**config.mk**
```make
export PLATFORM = sky130hd
export DESIGN_NAME = roets_ctrl
export DESIGN_NICKNAME = d
export VERILOG_FILES = /design/src/rtl/roets_pkg.sv /design/src/rtl/roets_ctrl.sv
export SDC_FILE = /design/constraint.sdc
export NUM_CORES = 1
export LEC_CHECK = 0
export BUFFER_PORTS_ARGS = -buffer_cell sky130_fd_sc_hd__buf_4
export CAP_MARGIN = 20
export CELL_PAD_IN_SITES_DETAIL_PLACEMENT = 0
export CELL_PAD_IN_SITES_GLOBAL_PLACEMENT = 2
export CORE_AREA = 10 10 47 49
export DETAILED_ROUTE_END_ITERATION = 10
export DIE_AREA = 0 0 57 59
export GPL_TIMING_DRIVEN = 0
export PLACE_DENSITY_LB_ADDON = 0.08
export SLEW_MARGIN = 5
export SYNTH_ARGS = -nofsm -noshare
export SYNTH_HDL_FRONTEND = slang
export SYNTH_SLANG_ARGS = --single-unit
```
**constraint.sdc**
```tcl
create_clock -name clock -period 2.2 [get_ports clock]
set_input_delay 0.33 -clock clock [delete_from_list [all_inputs] [get_ports clock]]
set_output_delay 0.33 -clock clock [all_outputs]
set_load 0.005 [all_outputs]
```
**src/rtl/roets_pkg.sv**
```systemverilog
// Package of the record sorter: record type, sizes, controller states, command and status types, record compare.
// Depends on nothing.
`default_nettype none
package roets_pkg;
   localparam int MaxRecords = 16;
   localparam int IdxW = $clog2(MaxRecords);
   localparam int CntW = $clog2(MaxRecords + 1);

   typedef struct packed {
      logic [63:0] name_key;
      logic [63:0] job_text;
      logic [4:0]  birth_day;
      logic [3:0]  birth_month;
      logic [13:0] birth_year;
      logic [6:0]  years_in_job;
      logic [30:0] salary;
   } record_type;

   typedef enum logic [1:0] {
      ST_LOAD,
      ST_SORT,
      ST_EMIT
   } state_type;

   typedef struct packed {
      logic store;
      logic phase_start;
      logic step;
      logic emit_start;
      logic emit_next;
      logic clear;
   } cmd_type;

   typedef struct packed {
      logic phase_done;
      logic last_phase;
      logic emit_last;
   } status_type;

   function automatic logic rec_greater(input record_type a, input record_type b);
      logic res;
      if (a.name_key != b.name_key) begin
         res = a.name_key > b.name_key;
      end else if (a.birth_year != b.birth_year) begin
         res = a.birth_year > b.birth_year;
      end else begin
         res = a.salary > b.salary;
      end
      return res;
   endfunction
endpackage
`default_nettype wire

```
**src/rtl/roets_ctrl.sv**
```systemverilog
// Controller of the record sorter: load, sort phases and emission sequencing.
// Depends on roets_pkg.
`default_nettype none
module roets_ctrl (
   input  wire logic                   clock,
   input  wire logic                   reset,
   input  wire logic                   req_valid,
   input  wire logic                   req_final,
   output logic                        req_ready,
   output logic                        rsp_valid,
   input  wire logic                   rsp_ready,
   input  wire roets_pkg::status_type  status,
   output roets_pkg::cmd_type          cmd
);
   roets_pkg::state_type state_ff, state_in;
   logic starting_ff, starting_in;

   always_comb begin
      state_in = state_ff;
      starting_in = starting_ff;
      unique case (state_ff)
         roets_pkg::ST_LOAD: begin
            if (req_valid && req_final) begin
               state_in = roets_pkg::ST_SORT;
               starting_in = 1'b1;
            end
         end
         roets_pkg::ST_SORT: begin
            if (starting_ff) begin
               starting_in = 1'b0;
               if (status.last_phase) begin
                  state_in = roets_pkg::ST_EMIT;
               end
            end else if (status.phase_done) begin
               starting_in = 1'b1;
            end
         end
         roets_pkg::ST_EMIT: begin
            if (rsp_ready && status.emit_last) begin
               state_in = roets_pkg::ST_LOAD;
            end
         end
         default: state_in = roets_pkg::ST_LOAD;
      endcase
   end

   always_comb begin
      cmd = '0;
      req_ready = 1'b0;
      rsp_valid = 1'b0;
      unique case (state_ff)
         roets_pkg::ST_LOAD: begin
            req_ready = 1'b1;
            cmd.store = req_valid;
            cmd.emit_start = 1'b1;
         end
         roets_pkg::ST_SORT: begin
            if (starting_ff) begin
               cmd.phase_start = !status.last_phase;
            end else begin
               cmd.step = 1'b1;
            end
         end
         roets_pkg::ST_EMIT: begin
            rsp_valid = 1'b1;
            cmd.emit_next = rsp_ready;
            cmd.clear = rsp_ready && status.emit_last;
         end
         default: ;
      endcase
   end

   always_ff @(posedge clock) begin
      if (reset) begin
         state_ff <= roets_pkg::ST_LOAD;
         starting_ff <= 1'b0;
      end else begin
         state_ff <= state_in;
         starting_ff <= starting_in;
      end
   end
endmodule
`default_nettype wire

```
==> run_results.csv, run 1 <==
group,metric,value,unit
drt,routed_via_density,4.18,
run_status,outcome,"finished, final reports clean",
power,power,0.195,mW
global_routing,antenna_found_initial,0,
critical_path,worstSetupPathType,"register to output pin",
timing,rsz0062_at_grt,"no",
critical_path,crit_end,"cmd[4]",
timing,worstMarginPinSlew,0.300,ns
cts,cts_hold_buf,0,
drt,wl_per_cell,11.8,um
synthesis,synth_largest_area_cell,"dfxtp_1",
cts,post_cts_buffers,0,
critical_path,r2r_start,"state_ff[1]",
synthesis,synth_flop_cell,"dfxtp_1",
power,p_leak,0.161,nW
synthesis,synth_edf_count,0,
timing,fmax,645,MHz
cts,cts_resized,0,
cts,clockBufferDepth,2,
timing,fin_tns_setup,0,ns
place,io_buffers,15,
critical_path,arrival,1.22,ns
critical_path,rr_worst_depth,3,
synthesis,synth_cells,22,
timing,relSlewSlack,79.7,%
die,die_h,59,um
die,core_area,1400,um2
cts,root_buffer,"clkbuf_4",
power,ir_drop,0.430,mV
timing,finalSetupViolations,0,
global_routing,overflow,0,
finish,drive_above_1_share,53.7,%
drt,route.detailed.drc,0,
critical_path,crit_fanout,7,
timing,fin_skew,0.00325,ns
place,dp_hpwl,573,um
die,start_util,13.2,%
critical_path,cp-start-kind,"register",
place,gp_congestion,0.640,
drt,drt_iter0_markers,4,
cts,insertion_delay,0.23,ns
timing,hold_ws,0.275,ns
synthesis,yosys-top-cells-count,"3 x a21oi_1, 3 x dfxtp_1, 2 x and2_1, 2 x nand2_1",
synthesis,ys_top_cells_by_area,"dfxtp_1 32%, a21oi_1 8.1%, and2_1 6.8%",
timing,maxSlewViolCount,0,
power,power_density,566,nW/um2
cts,cts_buffers,3,
synthesis,synth_area,185,um2
synthesis,syn_nets,30,
synthesis,synth.avg_cell_area,8.42,um2
global_routing,grt_pass1_wl,1060,um
critical_path,regToRegSetupSlack,1.23,ns
cts,cts_tree,"yes",
global_routing,grt_max_degree,8,
critical_path,crit_start,"state_ff[0]",
timing,min_period_over_period,70.5,%
cts,htree_levels,1,
critical_path,endpoint_kind,"output pin",
synthesis,seq_area_frac_synth,32.4,%
die,rows,14,
finish,area_growth,85.8,%
critical_path,r2r-end,"starting_ff",
flow_run,maxCapViolCount,0,
die,dieArea,3360,um2
drt,wl,670,um
synthesis,yosysWarnings,0,
synthesis,ys_types,16,
cts,clk_pin_slew,0.04,ns
finish,finish.net_count,50,
cts,cts.sink_count,3,
die,die_w,57,um
finish,n_fill_cell,162,
drt,drt_pass1_iterations,4,
timing,hold_viol_final,0,
global_routing,grtUsageTotal,4.27,%
critical_path,crit_required,1.87,ns
die,ios,16,
drt,antenna_left,0,
synthesis,ys_ff_latch,3,
timing,fin_crit,1.55,ns
drt,via_count,238,
synthesis,netlist.area_leader.share,32.4,%
hold_path,hp-class,"primary input to register",
finish,n_antenna_cell,0,
synthesis,async_flop_share,0,%
global_routing,grt_pass1_vias,245,
[worst min-delay path by stage]
stage	from	endpoint	slack (ns)	depth (start not counted)
2_1_floorplan	reset	starting_ff	0.40	1
3_3_place_gp	reset	state_ff[1]	0.51	2
3_5_place_dp	reset	state_ff[1]	0.51	2
4_1_cts	reset	starting_ff	0.27	2
5_1_grt	reset	starting_ff	0.27	2
6_report	reset	starting_ff	0.27	2
[registers in the layout (all words and copies together) (netlist names)]
register / cells
starting_ff: 1
state_ff: 2
[power breakdown]
group	switching [mW]	internal, mW
clock	0.0256	0.0677
sequential	0.00526	0.0582
combinational	0.0137	0.0244
[per-layer routing]
metal / GRT usage (%) / share of wire [%]
met3: 4.51 / 10
met5: 0 / 0
met4: 2.01 / 0
met1: 3.91 / 42
met2: 6.05 / 48
[critical path, cell delays in order (launching register included)]
cell and delay (ns):
dfxtp_1 0.41, inv_1 0.08, nor4b_1 0.34, buf_4 0.17
[through the flow]
stage	cells	worst slack, ns	util [%]	cell area (um2)
2_1_floorplan	22	1.07	-	185
3_5_place_dp	53	0.869	22.7	318
6_report	57	0.649	24.6	344
4_1_cts	57	0.614	24.6	344
5_1_grt	57	0.445	24.6	344
3_3_place_gp	53	0.884	22.7	318
[cell families after synthesis]
logic type / count (synthesis) / synth area share, %
AOI/OAI and AO/OA: 5 / 16.9
buffers and inverters: 2 / 6.08
DFF: 3 / 32.4
and+or+nand+nor: 12 / 44.6
[layout by cell type, fill, tap and decap left out, types with 2 or more instances in the layout]
master    netlist  routed
buf_4           1      16
dfxtp_1         3       3
a21oi_1         3       3
nand2_1         2       2
and2_1          2       2
clkbuf_4        0       3
[layout make-up]
class                      instances  area [um2]  share of cell area (%)
tap                               16        20.0                    5.82
inverter                           1        3.75                    1.09
timing repair buffer              15         113                    32.7
buffer                             1        7.51                    2.18
clock buffer                       4        26.3                    7.64
multi-input combinational         17         114                    33.1
sequential                         3        60.1                    17.5
(Power assumes the default switching activity.)
==> run 2: changes to the inputs <==
--- a/config.mk
+++ b/config.mk
@@ -9,9 +9,9 @@
 export CAP_MARGIN = 20
 export CELL_PAD_IN_SITES_DETAIL_PLACEMENT = 0
 export CELL_PAD_IN_SITES_GLOBAL_PLACEMENT = 2
-export CORE_AREA = 10 10 47 49
+export CORE_MARGIN = 10
+export CORE_UTILIZATION = 14
 export DETAILED_ROUTE_END_ITERATION = 10
-export DIE_AREA = 0 0 57 59
 export GPL_TIMING_DRIVEN = 0
 export PLACE_DENSITY_LB_ADDON = 0.08
 export SLEW_MARGIN = 5
==> constraint.sdc (replaced) <==
create_clock -name clock -period 1.2 [get_ports clock]
set_input_delay 0.18 -clock clock [delete_from_list [all_inputs] [get_ports clock]]
set_output_delay 0.18 -clock clock [all_outputs]
set_load 0.005 [all_outputs]
==> run 2 against run 1 <==
The flow now finishes with violations (setup timing). Via count increased by 1.3%. Utilization is 5.9 points higher. Non-clock buffer count is 1 higher. Routed wire length rose by 0.60%. Die area shrank 5.5%. Largest cell class unchanged. Largest power group unchanged.
==> run_results.csv, run 2 (synthesis gave the netlist of run 1 again) <==
group,metric,value,unit
cts,cts_buffers,3,
cts,root_buffer,"clkbuf_4",
die,core_area,1270,um2
drt,antenna_left,0,
critical_path,worstSetupPathType,"register to output pin",
cts,insertion_delay,0.23,ns
timing,hold_viol_final,0,
die,start_util,14.6,%
timing,rsz0062_at_grt,"yes",
cts,clockBufferDepth,2,
finish,layout_common_cells,"15 x buf_4, 3 x a21oi_1, 3 x clkbuf_4",
drt,route.detailed.drc,0,
cts,cts_tree,"yes",
timing,relSlewSlack,85.7,%
power,ir_drop,0.561,mV
finish,area_growth,109,%
flow_run,maxCapViolCount,0,
global_routing,grt_pass1_vias,252,
global_routing,grt_max_degree,8,
timing,fin_skew,0.00158,ns
drt,routed_via_density,4.23,
finish,reg.largest.list,"state_ff (2), starting_ff (1)",
cts,cts.sink_count,3,
drt,wl,674,um
drt,wl_per_cell,11.8,um
place,placed_cell_area,317,um2
global_routing,grtUsageTotal,4.25,%
drt,drt_pass1_iterations,3,
timing,fin_crit,1.27,ns
die,rows,13,
timing,maxSlewViolCount,0,
place,gp_congestion,0.692,
critical_path,regToRegSetupSlack,0.22,ns
timing,min_period_over_period,106,%
place,io_buffers,15,
critical_path,cp-start-kind,"register",
timing,worstMarginPinSlew,0.212,ns
critical_path,crit_fanout,5,
timing,setup_ws,-0.0713,ns
hold_path,hp-class,"primary input to register",
finish,regMostFlops,"state_ff",
run_status,outcome,"complete, but fails checks",
global_routing,overflow,0,
finish,final_cell_area,387,um2
power,p_leak,0.168,nW
finish,final_cells,57,
die,die_h,56.4,um
finish,drive_above_1_share,71.4,%
finish,finish.net_count,51,
finish,largest_register_ffs,2,
finish,n_antenna_cell,0,
run_status,violations,"setup timing",
die,dieArea,3180,um2
hold_path,holdCritStartpoint,"reset",
critical_path,crit_start,"state_ff[0]",
drt,drt_iter0_markers,5,
global_routing,grt_pass1_wl,1060,um
critical_path,arrival,1.09,ns
power,power_density,960,nW/um2
critical_path,r2r_start,"state_ff[0]",
die,die_w,56.4,um
place,dp.cells,52,
critical_path,crit_required,1.02,ns
critical_path,endpoint_kind,"output pin",
timing,finalSetupViolations,3,
die,ios,16,
drt,via_count,241,
global_routing,antenna_found_initial,0,
timing,fmax,787,MHz
cts,clk_pin_slew,0.04,ns
place,dp_hpwl,558,um
finish,layout_commonest_cell,"buf_4",
cts,htree_levels,1,
[run 2: cell types whose count changed in the layout (fill, tap and decap cells not counted), sizes merged]
cell | before | now
buf | 16 | 17
[run 2: worst max-delay path: stages (launching register included)]
cell,delay (ns)
dfxtp_4,0.36
and2b_2,0.24
and3_4,0.15
buf_6,0.11
[run 2: routing by layer]
metal | up-vias | GRT usage, % | wire (um)
li1 | 121 | - | -
met2 | 12 | 6.50 | 333
met5 | - | 0 | 0
met3 | 0 | 4.04 | 67
met1 | 108 | 4.05 | 273
met4 | 0 | 1.03 | 0
[run 2: power breakdown]
group          leakage, nW  total, mW  internal (mW)  switching [mW]
registers           0.0264      0.116          0.105          0.0110
clock network       0.0150      0.177          0.125          0.0523
logic                0.127     0.0781         0.0510          0.0271
[run 2: final timing paths]
kind / end / cells after the start
max reg2reg: starting_ff / 4
min reg2reg: state_ff[0] / 1
max: cmd[0] / 3
min: state_ff[1] / 2
[run 2: through the flow]
stage               setup WS [ns]  utilization [%]  total power [mW]  hold WS (ns)  TNS (ns)
floorplan                   0.218                -             0.143         0.249         0
global placement           0.0391             25.0             0.189         0.360         0
detailed placement         0.0190             25.0             0.189         0.362         0
CTS                       -0.0906             29.8             0.384         0.105    -0.255
global route               -0.117             30.5             0.404         0.108    -0.547
finish                    -0.0713             30.5             0.371         0.113    -0.141
[run 2: what timing repair did]
item,in CTS,in global routing
pin swaps,3,0
endpoints found under the setup margin,7,6
hold buffers,0,0
buffers inserted,1,0
resized for setup,10,2
[run 2: area by class of cell]
| type | count | area, um2 |
|---|---|---|
| inverters | 1 | 3.75 |
| repair buffers | 16 | 128 |
| fillers | 151 | 882 |
| well taps | 15 | 18.8 |
| flip-flops and latches | 3 | 68.8 |
| plain buffers | 1 | 7.51 |
| clock buffers | 4 | 26.3 |
| multi-input cells | 17 | 134 |
==> run 3: changes to the inputs <==
--- a/config.mk
+++ b/config.mk
@@ -9,7 +9,6 @@
 export CAP_MARGIN = 20
 export CELL_PAD_IN_SITES_DETAIL_PLACEMENT = 0
 export CELL_PAD_IN_SITES_GLOBAL_PLACEMENT = 2
-export CORE_MARGIN = 10
 export CORE_UTILIZATION = 14
 export DETAILED_ROUTE_END_ITERATION = 10
 export GPL_TIMING_DRIVEN = 0
==> run 3 against run 2 <==
The flow still finishes with violations (setup timing). First-iteration DRC count fell by 100%. Critical endpoint unchanged. Maximum frequency increased by 0.28%. Non-clock buffer count up 1. Sequential share of layout area shrank 0.54 points. Largest power group unchanged. Critical path type unchanged. Die area is 54% lower. Final cell count did not move. Clock skew fell by 0.0013 ns. Sequential power about the same.
==> run_results.csv, run 3 (synthesis gave the netlist of run 1 again) <==
group,metric,value,unit
drt,via_count,238,
timing,maxSlewViolCount,0,
place,io_buffers,15,
run_status,violations,"setup timing",
critical_path,r2r-end,"starting_ff",
hold_path,min_path_cells,2,
global_routing,grt_max_degree,8,
finish,n_antenna_cell,0,
timing,fin_skew,0.000280,ns
timing,fin_crit,1.27,ns
drt,drt_pass1_iterations,1,
timing,hold_viol_final,0,
flow_run,maxCapViolCount,0,
cts,clockBufferDepth,2,
critical_path,r2r_start,"state_ff[0]",
global_routing,grt_pass1_vias,247,
hold_path,holdCritStartpoint,"reset",
cts,insertion_delay,0.23,ns
global_routing,overflow,0,
finish,largest_register_ffs,2,
cts,cts.sink_count,3,
finish,drive_above_1_share,69.8,%
timing,worstMarginPinSlew,0.246,ns
die,dieArea,1470,um2
finish,layout_common_cells,"17 x buf_4, 3 x a21oi_1, 3 x clkbuf_4, 2 x nand2_1, 2 x dfxtp_2",
timing,min_period_over_period,106,%
die,rows,12,
drt,route.detailed.drc,0,
global_routing,antenna_found_initial,0,
drt,drt_iter0_markers,0,
timing,setup_ws,-0.0677,ns
power,ir_drop,0.413,mV
critical_path,crit_required,1.02,ns
finish,regMostFlops,"state_ff",
drt,wl,584,um
die,ios,16,
cts,root_buffer,"clkbuf_4",
die,die_w,38.4,um
drt,antenna_left,0,
finish,reg.largest.list,"state_ff (2), starting_ff (1)",
power,power_density,975,nW/um2
finish,layout_commonest_cell,"buf_4",
cts,htree_levels,1,
power,p_leak,0.175,nW
place,dp.cells,51,
timing,rsz0062_at_grt,"yes",
cts,cts_buffers,3,
drt,wl_per_cell,10.2,um
die,start_util,15.8,%
cts,cts_tree,"yes",
die,core_area,1170,um2
critical_path,regToRegSetupSlack,0.21,ns
cts,cts_hold_buf,0,
timing,fmax,789,MHz
critical_path,worstSetupPathType,"register to output pin",
timing,relSlewSlack,83.4,%
critical_path,rr_worst_depth,4,
die,die_h,38.4,um
hold_path,hold-path-endpoint,"state_ff[1]",
finish,final_cells,57,
timing,finalSetupViolations,3,
place,gp_congestion,0.692,
critical_path,arrival,1.09,ns
finish,finish.net_count,52,
finish,area_growth,107,%
critical_path,cp-start-kind,"register",
critical_path,endpoint_kind,"output pin",
hold_path,hp-class,"primary input to register",
critical_path,crit_fanout,5,
power,power,0.374,mW
global_routing,grt_pass1_wl,924,um
cts,clk_pin_slew,0.04,ns
run_status,outcome,"complete, but fails checks",
drt,routed_via_density,4.18,
global_routing,grtUsageTotal,9.39,%
## run 3: worst max-delay path by stage
stage / startpoint / endpoint / slack [ns] / cells past startpoint
2_1_floorplan: state_ff[0] / cmd[0] / 0.22 / 2
4_1_cts: state_ff[0] / cmd[0] / -0.07 / 3
5_1_grt: state_ff[0] / cmd[0] / -0.10 / 3
3_3_place_gp: state_ff[0] / cmd[0] / 0.06 / 3
3_5_place_dp: state_ff[0] / cmd[0] / 0.05 / 3
6_report: state_ff[0] / cmd[0] / -0.07 / 3
## run 3: final cells by class
class / instances / area, um2
Tap cell: 14 / 17.5
Clock buffer: 4 / 26.3
Sequential cell: 3 / 66.3
Timing Repair Buffer: 17 / 131
Buffer: 1 / 7.51
Multi-Input combinational cell: 17 / 131
Inverter: 1 / 3.75
Fill cell: 136 / 787
## run 3: critical path, cell delays in order (launching register included)
cell	delay, ns
dfxtp_4	0.36
and2b_2	0.23
and3_1	0.14
buf_4	0.13
## run 3: power by group
group	leakage [nW]	internal, mW	switching (mW)
Sequential	0.0261	0.107	0.0109
Clock	0.0150	0.125	0.0525
Combinational	0.134	0.0518	0.0275
Total	0.175	0.284	0.0908
## run 3: per-layer routing
metal	vias to the layer above	wire, um	global-route usage, %
li1	123	-	-
met1	107	221	9.41
met2	8	316	16.5
met3	0	46	1.74
met4	0	0	7.76
met5	-	0	0
## run 3: timing repair
action                                  4_1_cts  5_1_grt
endpoints found under the hold margin         0        0
buffers inserted                              2        0
pin swaps                                     3        0
endpoints found under the setup margin        6        7
resized for setup                             7        2
## run 3: through the flow
stage	instance area, um2	hold WS, ns	utilization (%)	setup WS [ns]	setup TNS (ns)
4_1_cts	375	0.109	32.1	-0.0657	-0.215
5_1_grt	384	0.119	32.8	-0.103	-0.434
6_report	384	0.116	32.8	-0.0677	-0.173
3_3_place_gp	315	0.364	26.9	0.0561	0
2_1_floorplan	185	0.249	-	0.218	0
3_5_place_dp	315	0.362	26.9	0.0540	0
